--- src/crc8fd_pkg.sv ---
// Package with shared types, codes and the CRC-8 update function of the frame deframer.
`timescale 1ns / 1ps
`default_nettype none

package crc8fd_pkg;

  localparam logic [7:0] SYNC_BYTE_RESET     = 8'hAA;
  localparam logic [7:0] MAX_FRAME_LEN_RESET = 8'hFF;
  localparam logic [7:0] MIN_FRAME_LEN       = 8'd4;
  localparam logic [7:0] CRC_POLY            = 8'h07;

  // Configuration register indexes.
  localparam logic [1:0] REG_SYNC_BYTE     = 2'd0;
  localparam logic [1:0] REG_MAX_FRAME_LEN = 2'd1;

  // Deframer phase codes; the unused code behaves as hunting.
  localparam logic [1:0] PH_HUNT = 2'd0;
  localparam logic [1:0] PH_LEN  = 2'd1;
  localparam logic [1:0] PH_BODY = 2'd2;

  typedef struct packed {
    logic [7:0] sync_byte;
    logic [7:0] max_frame_len;
  } cfg_t;

  typedef struct packed {
    logic [7:0] byte_out;
    logic [7:0] byte_index;
    logic       in_frame;
    logic       frame_end;
    logic       crc_ok;
    logic       size_error;
  } result_t;

  // One byte of CRC-8, MSB first, no reflection.
  function automatic logic [7:0] crc_update(input logic [7:0] crc, input logic [7:0] b);
    logic [7:0] c;
    c = crc ^ b;
    for (int i = 0; i < 8; i++) begin
      if (c[7]) begin
        c = {c[6:0], 1'b0} ^ CRC_POLY;
      end else begin
        c = {c[6:0], 1'b0};
      end
    end
    return c;
  endfunction

endpackage

`default_nettype wire

--- src/crc8fd_cfg.sv ---
// Configuration register file of the frame deframer.
`timescale 1ns / 1ps
`default_nettype none

module crc8fd_cfg
  import crc8fd_pkg::*;
(
  input  wire logic       clk,
  input  wire logic       rst,
  input  wire logic       cfg_valid,
  output logic            cfg_ready,
  input  wire logic [1:0] cfg_index,
  input  wire logic [7:0] cfg_data,
  output cfg_t            cfg
);

  assign cfg_ready = 1'b1;

  always_ff @(posedge clk) begin
    if (rst) begin
      cfg.sync_byte     <= SYNC_BYTE_RESET;
      cfg.max_frame_len <= MAX_FRAME_LEN_RESET;
    end else if (cfg_valid) begin
      unique case (cfg_index)
        REG_SYNC_BYTE:     cfg.sync_byte     <= cfg_data;
        REG_MAX_FRAME_LEN: cfg.max_frame_len <= cfg_data;
        default: ;
      endcase
    end
  end

endmodule

`default_nettype wire

--- src/crc8fd_fsm.sv ---
// Frame state and per-byte decode logic of the frame deframer.
`timescale 1ns / 1ps
`default_nettype none

module crc8fd_fsm
  import crc8fd_pkg::*;
(
  input  wire logic       clk,
  input  wire logic       rst,
  input  wire logic       step,
  input  wire logic [7:0] data_byte,
  input  wire cfg_t       cfg,
  output result_t         result
);

  logic [1:0] phase, phase_next;
  logic [7:0] byte_count, byte_count_next;
  logic [7:0] frame_length, frame_length_next;
  logic [7:0] running_crc, running_crc_next;
  logic [7:0] crc_step;
  logic [8:0] count_plus;

  // The running CRC seeds from zero on a start byte, so one update unit serves all phases.
  assign crc_step   = crc_update((phase == PH_LEN || phase == PH_BODY) ? running_crc : 8'd0,
                                 data_byte);
  assign count_plus = {1'b0, byte_count} + 9'd1;

  always_comb begin
    phase_next        = PH_HUNT;
    byte_count_next   = 8'd0;
    frame_length_next = 8'd0;
    running_crc_next  = 8'd0;
    result            = '0;
    result.byte_out   = data_byte;
    unique case (phase)
      PH_LEN: begin
        result.in_frame   = 1'b1;
        result.byte_index = 8'd1;
        if (data_byte < MIN_FRAME_LEN || data_byte > cfg.max_frame_len) begin
          result.size_error = 1'b1;
        end else begin
          phase_next        = PH_BODY;
          byte_count_next   = 8'd2;
          frame_length_next = data_byte;
          running_crc_next  = crc_step;
        end
      end
      PH_BODY: begin
        result.in_frame   = 1'b1;
        result.byte_index = byte_count;
        if (count_plus >= {1'b0, frame_length}) begin
          result.frame_end = 1'b1;
          result.crc_ok    = (data_byte == running_crc);
        end else begin
          phase_next        = PH_BODY;
          byte_count_next   = count_plus[7:0];
          frame_length_next = frame_length;
          running_crc_next  = crc_step;
        end
      end
      default: begin
        if (data_byte == cfg.sync_byte) begin
          result.in_frame  = 1'b1;
          phase_next       = PH_LEN;
          byte_count_next  = 8'd1;
          running_crc_next = crc_step;
        end
      end
    endcase
  end

  always_ff @(posedge clk) begin
    if (rst) begin
      phase        <= PH_HUNT;
      byte_count   <= 8'd0;
      frame_length <= 8'd0;
      running_crc  <= 8'd0;
    end else if (step) begin
      phase        <= phase_next;
      byte_count   <= byte_count_next;
      frame_length <= frame_length_next;
      running_crc  <= running_crc_next;
    end
  end

endmodule

`default_nettype wire

--- src/crc8_frame_deframer_unit.sv ---
// Top level of the CRC-8 length-prefixed frame deframer.
//
//   Channel   Signals                                   Direction  Moves
//   input     in_valid, in_stall, data_byte             in         one received byte
//   output    out_valid, out_stall, byte_out ...        out        one decoded byte
//   config    cfg_valid, cfg_ready, cfg_index, cfg_data in         one register write
//
// Each accepted byte is captured in an input register. Once the result register is
// empty or draining, the frame logic decodes it against the current frame state,
// updates that state and loads the result register; one byte per cycle is sustained
// while out_stall is low. The single path that sets the cycle is the unrolled 8-bit CRC update plus length compare.
// Reset clears both valid flags, the frame state (hunting) and the configuration
// registers to their defaults. When the output is stalled with a result waiting, the
// input register still takes one more byte; in_stall rises only when both are full.
`timescale 1ns / 1ps
`default_nettype none

module crc8_frame_deframer_unit
  import crc8fd_pkg::*;
(
  input  wire logic       clk,
  input  wire logic       rst,
  // Input byte channel.
  input  wire logic       in_valid,
  output logic            in_stall,
  input  wire logic [7:0] data_byte,
  // Result channel.
  output logic            out_valid,
  input  wire logic       out_stall,
  output logic [7:0]      byte_out,
  output logic [7:0]      byte_index,
  output logic            in_frame,
  output logic            frame_end,
  output logic            crc_ok,
  output logic            size_error,
  // Configuration write channel.
  input  wire logic       cfg_valid,
  output logic            cfg_ready,
  input  wire logic [1:0] cfg_index,
  input  wire logic [7:0] cfg_data
);

  cfg_t       cfg;
  result_t    result;
  result_t    out_reg;
  logic       hold_valid;
  logic [7:0] hold_byte;
  logic       advance;

  crc8fd_cfg u_cfg (
    .clk       (clk),
    .rst       (rst),
    .cfg_valid (cfg_valid),
    .cfg_ready (cfg_ready),
    .cfg_index (cfg_index),
    .cfg_data  (cfg_data),
    .cfg       (cfg)
  );

  // A held byte moves on whenever the result register is empty or being drained.
  assign advance  = hold_valid && (!out_valid || !out_stall);
  assign in_stall = hold_valid && !advance;

  crc8fd_fsm u_fsm (
    .clk       (clk),
    .rst       (rst),
    .step      (advance),
    .data_byte (hold_byte),
    .cfg       (cfg),
    .result    (result)
  );

  // Input register: refills in the same cycle that its item moves on.
  always_ff @(posedge clk) begin
    if (rst) begin
      hold_valid <= 1'b0;
    end else if (!in_stall) begin
      hold_valid <= in_valid;
    end
  end

  always_ff @(posedge clk) begin
    if (in_valid && !in_stall) begin
      hold_byte <= data_byte;
    end
  end

  // Result register.
  always_ff @(posedge clk) begin
    if (rst) begin
      out_valid <= 1'b0;
    end else if (advance) begin
      out_valid <= 1'b1;
    end else if (!out_stall) begin
      out_valid <= 1'b0;
    end
  end

  always_ff @(posedge clk) begin
    if (advance) begin
      out_reg <= result;
    end
  end

  assign byte_out   = out_reg.byte_out;
  assign byte_index = out_reg.byte_index;
  assign in_frame   = out_reg.in_frame;
  assign frame_end  = out_reg.frame_end;
  assign crc_ok     = out_reg.crc_ok;
  assign size_error = out_reg.size_error;

endmodule

`default_nettype wire
--- config.mk ---
export PLATFORM = sky130hd
export DESIGN_NAME = crc8_frame_deframer_unit
export DESIGN_NICKNAME = d
export VERILOG_FILES = /design/src/crc8fd_pkg.sv /design/src/crc8fd_cfg.sv /design/src/crc8fd_fsm.sv /design/src/crc8_frame_deframer_unit.sv
export SDC_FILE = /design/constraint.sdc
export NUM_CORES = 1
export LEC_CHECK = 0
export BUFFER_PORTS_ARGS = -buffer_cell sky130_fd_sc_hd__buf_2
export CORE_UTILIZATION = 37
export DETAILED_ROUTE_END_ITERATION = 12
export RECOVER_POWER = 100
export SYNTH_ARGS = -nofsm -noshare
export SYNTH_HDL_FRONTEND = slang
export SYNTH_SLANG_ARGS = --single-unit
--- constraint.sdc ---
create_clock -name clk -period 5.2 [get_ports clk]
set_input_delay 1.04 -clock clk [delete_from_list [all_inputs] [get_ports clk]]
set_output_delay 1.04 -clock clk [all_outputs]
set_load 0.02 [all_outputs]
==> metrics.cfg, run 1 <==
[cells_and_area]
finalCoreUtilization_pct = 42.9
nFillCells = 1011
drive_gt1_share_pct = 10.4
areaGrowthSynthToFinish_pct = 11.3
n_antenna_cell = 0
fin_nets = 452

[yosys]
synthTopCellsByArea = dfxtp_1 23%, edfxtp_1 22%, ha_1 6.3%
synth_top_area_share_pct = 23.3
yosys.area.top_type = dfxtp_1
synth_nets = 417
yosysWarnings = 0
synth_edf_count = 28
ys_top_cells_by_count = 44 x dfxtp_1, 33 x nand2_1, 28 x edfxtp_1, 26 x nor2_1, 24 x xnor2_1
syn-cell-area_um2 = 3780
avgSynthCellArea_um2 = 10.1
ys_ff_latch = 72
ys.flop_type = dfxtp_1
synthArstFlopShare_pct = 0
yosysMostFrequentCell = dfxtp_1
netlist_instances = 375
yosys.cell_types.count = 55
ys_seq_area_share_pct = 45.5

[routing]
wl_mm = 8.35
vias = 2764
initialDrtViolationCount = 120
routed_via_density = 5.04
firstDrtPassIters = 4
drc_errors = 0
ant_nets = 0
route.detailed.wl_per_inst_um = 15.2

[sta]
fmax_ghz = 0.266
relSlewSlack_pct = 16.1
fin_ws_ps = 1450
tightest_slew_ps = 1260
report.final.hold_viol_count = 0
min_period_ps = 3750
hold_ws_ps = 491
finalMaxSlewViolations = 0
setup_violations = 0
grt_setup_unrepaired = false
period_share_pct = 72.2
fin_skew_ps = 9.77
setup_tns_ps = 0

[flow_run]
maxCapViolations = 0

[placed_design]
port-buffer-count = 44
gp_congestion = 0.778
place_ws_ps = 1940
place_hpwl_mm = 5.85

[worst_setup_path]
cpMaxStageDelayCell = nor3b_1
arrival_ps = 3950
critPathRequiredTime_ps = 5390
worstPathMaxFanout = 9
crit_path_max_incr_delay_ps = 660
crit_path_start_kind = register
cp-end-kind = register
path_class = register to register
crit_chain = ha_1, and3_1, nand3_1, or2_2, nand2_1, ha_1, o21ai_0, nor2_1, nor3b_1, a21oi_1, nand3_1, o32ai_1

[global_route]
grt_pass1_wl_mm = 13.5
overflow = 0
grtUsageTotal_pct = 17.2
grt_pass1_vias = 2616
antenna_found_initial = 0
grt_max_degree = 31

[power]
seqPwrFrac_pct = 54.1
powerDensity_nw_per_um2 = 274
p_leak_nw = 1.68
p_switching_mw = 0.312
ir_drop_v = 0.000122
pwr-share-clk_pct = 35.3
p_int_mw = 0.844
power.share.switching_pct = 27.0
comb_power_share_pct = 10.6

[cts]
cts_tree = yes
worstSkewPairLatency_ps = 350
cts.sinks = 72
clk_path_buf_depth = 2
cts_setup_buffers = 0
clkSlewWorstSetupHoldPaths_ps = 80
cts_resized = 0
cts_hold_buf = 0
h-tree-depth = 3
cts_root_buffer = clkbuf_8
cts-buffers-inserted = 9

[die]
die_h_um = 103
core_um2 = 9820
dieArea_um2 = 10600
top_level_ports = 46
chipWidth_um = 103
fp-row-count = 36
start_util_pct = 38.5

[outcome]
status = completed

[worst_hold_path]
hp-class = register to register

-- placed cells by master, fill, tap and decap left out, types with 6 or more instances in the layout --
master	Yosys	final
ha_1	19	19
mux2i_1	9	9
clkbuf_1	12	24
nor2b_1	7	7
and2_1	8	6
xnor2_1	24	24
nor2_1	26	26
inv_1	23	23
o211ai_1	8	8
nand3_1	12	13
a211oi_1	8	8
edfxtp_1	28	28
o32ai_1	8	8
nand2_1	33	33
xor2_1	21	21
a21oi_1	8	9
buf_2	5	20
clkbuf_8	0	10
dfxtp_1	44	44
and3_1	6	6
o22ai_1	6	6
-- kinds of logic (layout without fill, tap and decap cells) --
kind of cell	Yosys count	count (layout)	share of synthesized area, %
mux	11	11	2.98
fa+ha+maj	19	19	6.29
compound gates	66	66	13.2
xor+xnor	47	47	11.6
buf+inv	44	84	4.83
simple gates	115	115	15.5
other cells	1	1	0.0991
flops	72	72	45.5
-- power groups by stage --
| stage | Sequential, mW | Combinational [mW] | Clock, mW |
|---|---|---|---|
| floorplan | 0.635 | 0.0917 | 0 |
| global placement | 0.639 | 0.124 | 0 |
| detailed placement | 0.639 | 0.126 | 0 |
| CTS | 0.626 | 0.126 | 0.417 |
| global route | 0.628 | 0.137 | 0.443 |
| finish | 0.625 | 0.123 | 0.408 |
-- cell type report --
class | instances | area, um^2 | share of cell area [%]
tap | 133 | 166 | 3.95
inverter | 23 | 86.3 | 2.05
sequential | 72 | 1720 | 40.9
timing repair buffer | 45 | 198 | 4.69
clock buffer | 10 | 138 | 3.27
multi-input combinational | 259 | 1860 | 44.1
clock inverter | 6 | 43.8 | 1.04
-- metrics by stage --
| step | std cells | cell area, um^2 | total power, mW |
|---|---|---|---|
| 2_1_floorplan | 375 | 3780 | 0.727 |
| 3_3_place_gp | 532 | 4080 | 0.762 |
| 3_5_place_dp | 532 | 4080 | 0.764 |
| 4_1_cts | 548 | 4260 | 1.17 |
| 5_1_grt | 548 | 4210 | 1.21 |
| 6_report | 548 | 4210 | 1.16 |
-- final timing paths --
kind                                             from                    end  slack [ps]  cells after the start
worst max-delay path              u_fsm.byte_count[0]  u_fsm.frame_length[1]        1450                     12
worst min-delay path            u_fsm.frame_length[7]  u_fsm.frame_length[7]         490                      2
worst max register to register    u_fsm.byte_count[0]  u_fsm.frame_length[1]        1450                     12
worst min register to register  u_fsm.frame_length[7]  u_fsm.frame_length[7]         490                      2
-- per-layer routing --
metal	track usage, %	share of wire (%)
met5	0	0
met1	23.4	49
met3	3.53	4.2
met2	27.0	45
met4	6.39	1.3
-- critical path: cells and delay by family, from the launching register on --
| kind | cells | cell delay (ps) |
|---|---|---|
| AO/OA/AOI/OAI | 3 | 720 |
| adder cells (fa/ha/maj) | 2 | 490 |
| flip-flops | 1 | 470 |
| AND/OR/NAND/NOR | 7 | 1920 |
-- flip-flops by register name, indices dropped and copies added (netlist names) --
register / count
u_cfg.cfg: 16
byte_index: 8
byte_out: 8
hold_byte: 8
u_fsm.byte_count: 8
u_fsm.frame_length: 8
u_fsm.running_crc: 8
u_fsm.phase: 2
crc_ok: 1
frame_end: 1
hold_valid: 1
in_frame: 1
out_valid: 1
size_error: 1
Note: power is estimated with default switching activity, not from simulation.
==> run 2, diff against run 1 <==
==> constraint.sdc (replaced) <==
create_clock -name clk -period 3.15 [get_ports clk]
set_input_delay 0.63 -clock clk [delete_from_list [all_inputs] [get_ports clk]]
set_output_delay 0.63 -clock clk [all_outputs]
set_load 0.02 [all_outputs]
==> run 2 against run 1 <==
Effect of this change: non-clock buffer count grew 9; sequential share of layout area shrank 1.0 points; global-route usage shrank 0.10 points; worst hold slack lost 39 ps; combinational power grew 76%; power grew 70%; utilization grew 1.1 points; critical endpoint is now u_fsm.byte_count[0]; register-to-register slack lost 1200 ps; first-iteration DRC count shrank 7.5%; largest power group unchanged.
==> metrics.cfg, run 2 (synthesized netlist as in run 1, its figures left out) <==
[cts]
cts_root_buffer = clkbuf_8
h-tree-depth = 3  ; unchanged
worstSkewPairLatency_ps = 350  ; about the same
cts-buffers-inserted = 9  ; unchanged
cts_tree = yes
clk_path_buf_depth = 2  ; unchanged
clkSlewWorstSetupHoldPaths_ps = 80  ; about the same
cts.sinks = 72  ; unchanged
cts_hold_buf = 0  ; unchanged

[routing]
route.detailed.wl_per_inst_um = 15.2  ; -0.31%
vias = 2836  ; +2.6%
ant_nets = 0  ; unchanged
firstDrtPassIters = 4  ; unchanged
wl_mm = 8.46  ; +1.3%
routed_via_density = 5.09  ; +0.95%
initialDrtViolationCount = 111  ; -7.5%
drc_errors = 0  ; unchanged

[global_route]
grt_pass1_vias = 2535  ; -3.1%
antenna_found_initial = 0  ; unchanged
grtUsageTotal_pct = 17.1  ; -0.10 points
overflow = 0  ; unchanged
grt_pass1_wl_mm = 13.4  ; -0.86%
grt_max_degree = 24  ; -23%

[die]
fp-row-count = 36  ; unchanged
start_util_pct = 38.5  ; unchanged
dieArea_um2 = 10600  ; unchanged
core_um2 = 9820  ; unchanged
chipWidth_um = 103  ; unchanged
top_level_ports = 46  ; unchanged
die_h_um = 103  ; unchanged

[worst_setup_path]
arrival_ps = 3150  ; -800 ps
path_class = register to register
critPathRequiredTime_ps = 3390  ; -2000 ps
worstPathMaxFanout = 5  ; -4
cpMaxStageDelayCell = dfxtp_1
cp_common_cell = ha_1
crit_path_max_incr_delay_ps = 390  ; -270 ps
cp-end-kind = register
crit_chain = ha_1, and3_2, nand3_1, or2_2, nand2_1, ha_1, o21ai_0, nor2_1, nor3b_4, nand3b_2, or2_1, a311oi_1
crit_path_start_kind = register

[sta]
min_period_ps = 2910  ; -840 ps
fin_skew_ps = 11.7  ; +1.93 ps
fmax_ghz = 0.343  ; +29%
setup_tns_ps = 0  ; unchanged
relSlewSlack_pct = 16.7  ; +0.66 points
finalMaxSlewViolations = 0  ; unchanged
hold_ws_ps = 453  ; -38.6 ps
fin_ws_ps = 236  ; -1210 ps
tightest_slew_ps = 1250  ; -9.86 ps
report.final.hold_viol_count = 0  ; unchanged
period_share_pct = 92.5  ; +20 points
grt_setup_unrepaired = false
setup_violations = 0  ; unchanged

[power]
pwr-share-clk_pct = 36.7  ; +1.4 points
ir_drop_v = 0.000242  ; +98%
power.share.switching_pct = 26.3  ; -0.67 points
p_int_mw = 1.44  ; +71%
p_switching_mw = 0.517  ; +65%
comb_power_share_pct = 11.0  ; +0.4 points
p_leak_nw = 1.72  ; +1.9%
seqPwrFrac_pct = 52.2  ; -1.9 points
powerDensity_nw_per_um2 = 454  ; +65%

[placed_design]
gp_congestion = 0.802  ; +3.1%
place_ws_ps = 131  ; -1810 ps
port-buffer-count = 44  ; unchanged
place_hpwl_mm = 6.01  ; +2.7%

[cells_and_area]
largest_reg_flops = 16  ; unchanged
layout_common_cells = 43 x dfxtp_1, 33 x nand2_1, 32 x clkbuf_1
n_antenna_cell = 0  ; unchanged
drive_gt1_share_pct = 12.0  ; +1.7 points
top_register = u_cfg.cfg
fin_nets = 461  ; +2.0%
final_common_cell = dfxtp_1
nFillCells = 989  ; -2.2%
areaGrowthSynthToFinish_pct = 14.3

[worst_hold_path]
hp-class = input port to register

[outcome]
status = completed

[flow_run]
maxCapViolations = 0  ; unchanged

==> run 2: worst paths after layout <==
| kind | startpoint | endpoint | slack, ps | cells past startpoint |
|---|---|---|---|---|
| setup / recovery | u_fsm.byte_count[1] | u_fsm.byte_count[0] | 240 | 12 |
| setup reg to reg | u_fsm.byte_count[1] | u_fsm.byte_count[0] | 240 | 12 |
| hold / removal | data_byte[5] | hold_byte[5] | 450 | 1 |
| hold reg to reg | hold_valid | out_valid | 500 | 2 |
==> run 2: worst max-delay path, delay by kind of cell, from the launching register on <==
family,cells,cell delay [ps]
compound gates,2,390
fa+ha+maj,2,480
flops,1,390
simple gates,8,1530
==> run 2: routing by layer <==
layer | routed length (um) | track usage [%] | share of wire (%)
met5 | 0 | 0 | 0
met4 | 79 | 7.91 | 0.93
met3 | 420 | 3.25 | 5.0
met2 | 3700 | 25.1 | 44
met1 | 4250 | 24.3 | 50
==> run 2: power groups by stage <==
stage               combinational [mW]  clock, mW  sequential, mW
floorplan                        0.151          0            1.05
global placement                 0.218          0            1.05
detailed placement               0.222          0            1.04
CTS                              0.224      0.736            1.02
global route                     0.239      0.773            1.03
finish                           0.217      0.720            1.02
==> run 2: area by class of cell <==
| type | count | area, um^2 | share of cell area (%) |
|---|---|---|---|
| clock inverters | 3 | 22.5 | 0.521 |
| flip-flops and latches | 72 | 1720 | 39.9 |
| repair buffers | 54 | 255 | 5.90 |
| inverters | 23 | 86.3 | 2.00 |
| multi-input cells | 259 | 1900 | 43.9 |
| well taps | 133 | 166 | 3.85 |
| clock buffers | 13 | 170 | 3.94 |
==> run 2: what timing repair did <==
action,4_1_cts,5_1_grt
resized for setup,0,6
setup endpoints to repair,0,20
setup buffers,0,1
hold endpoints to repair,0,0
==> run 2: through the flow <==
stage                     util [%]  total power, mW  instance area (um^2)  std cells
after floorplan                  -             1.20                  3780        375
after global placement        42.2             1.26                  4140        540
after detailed placement      42.2             1.27                  4140        540
after CTS                     44.1             1.98                  4330        556
after global routing          44.0             2.04                  4320        557
final                         44.0             1.96                  4320        557
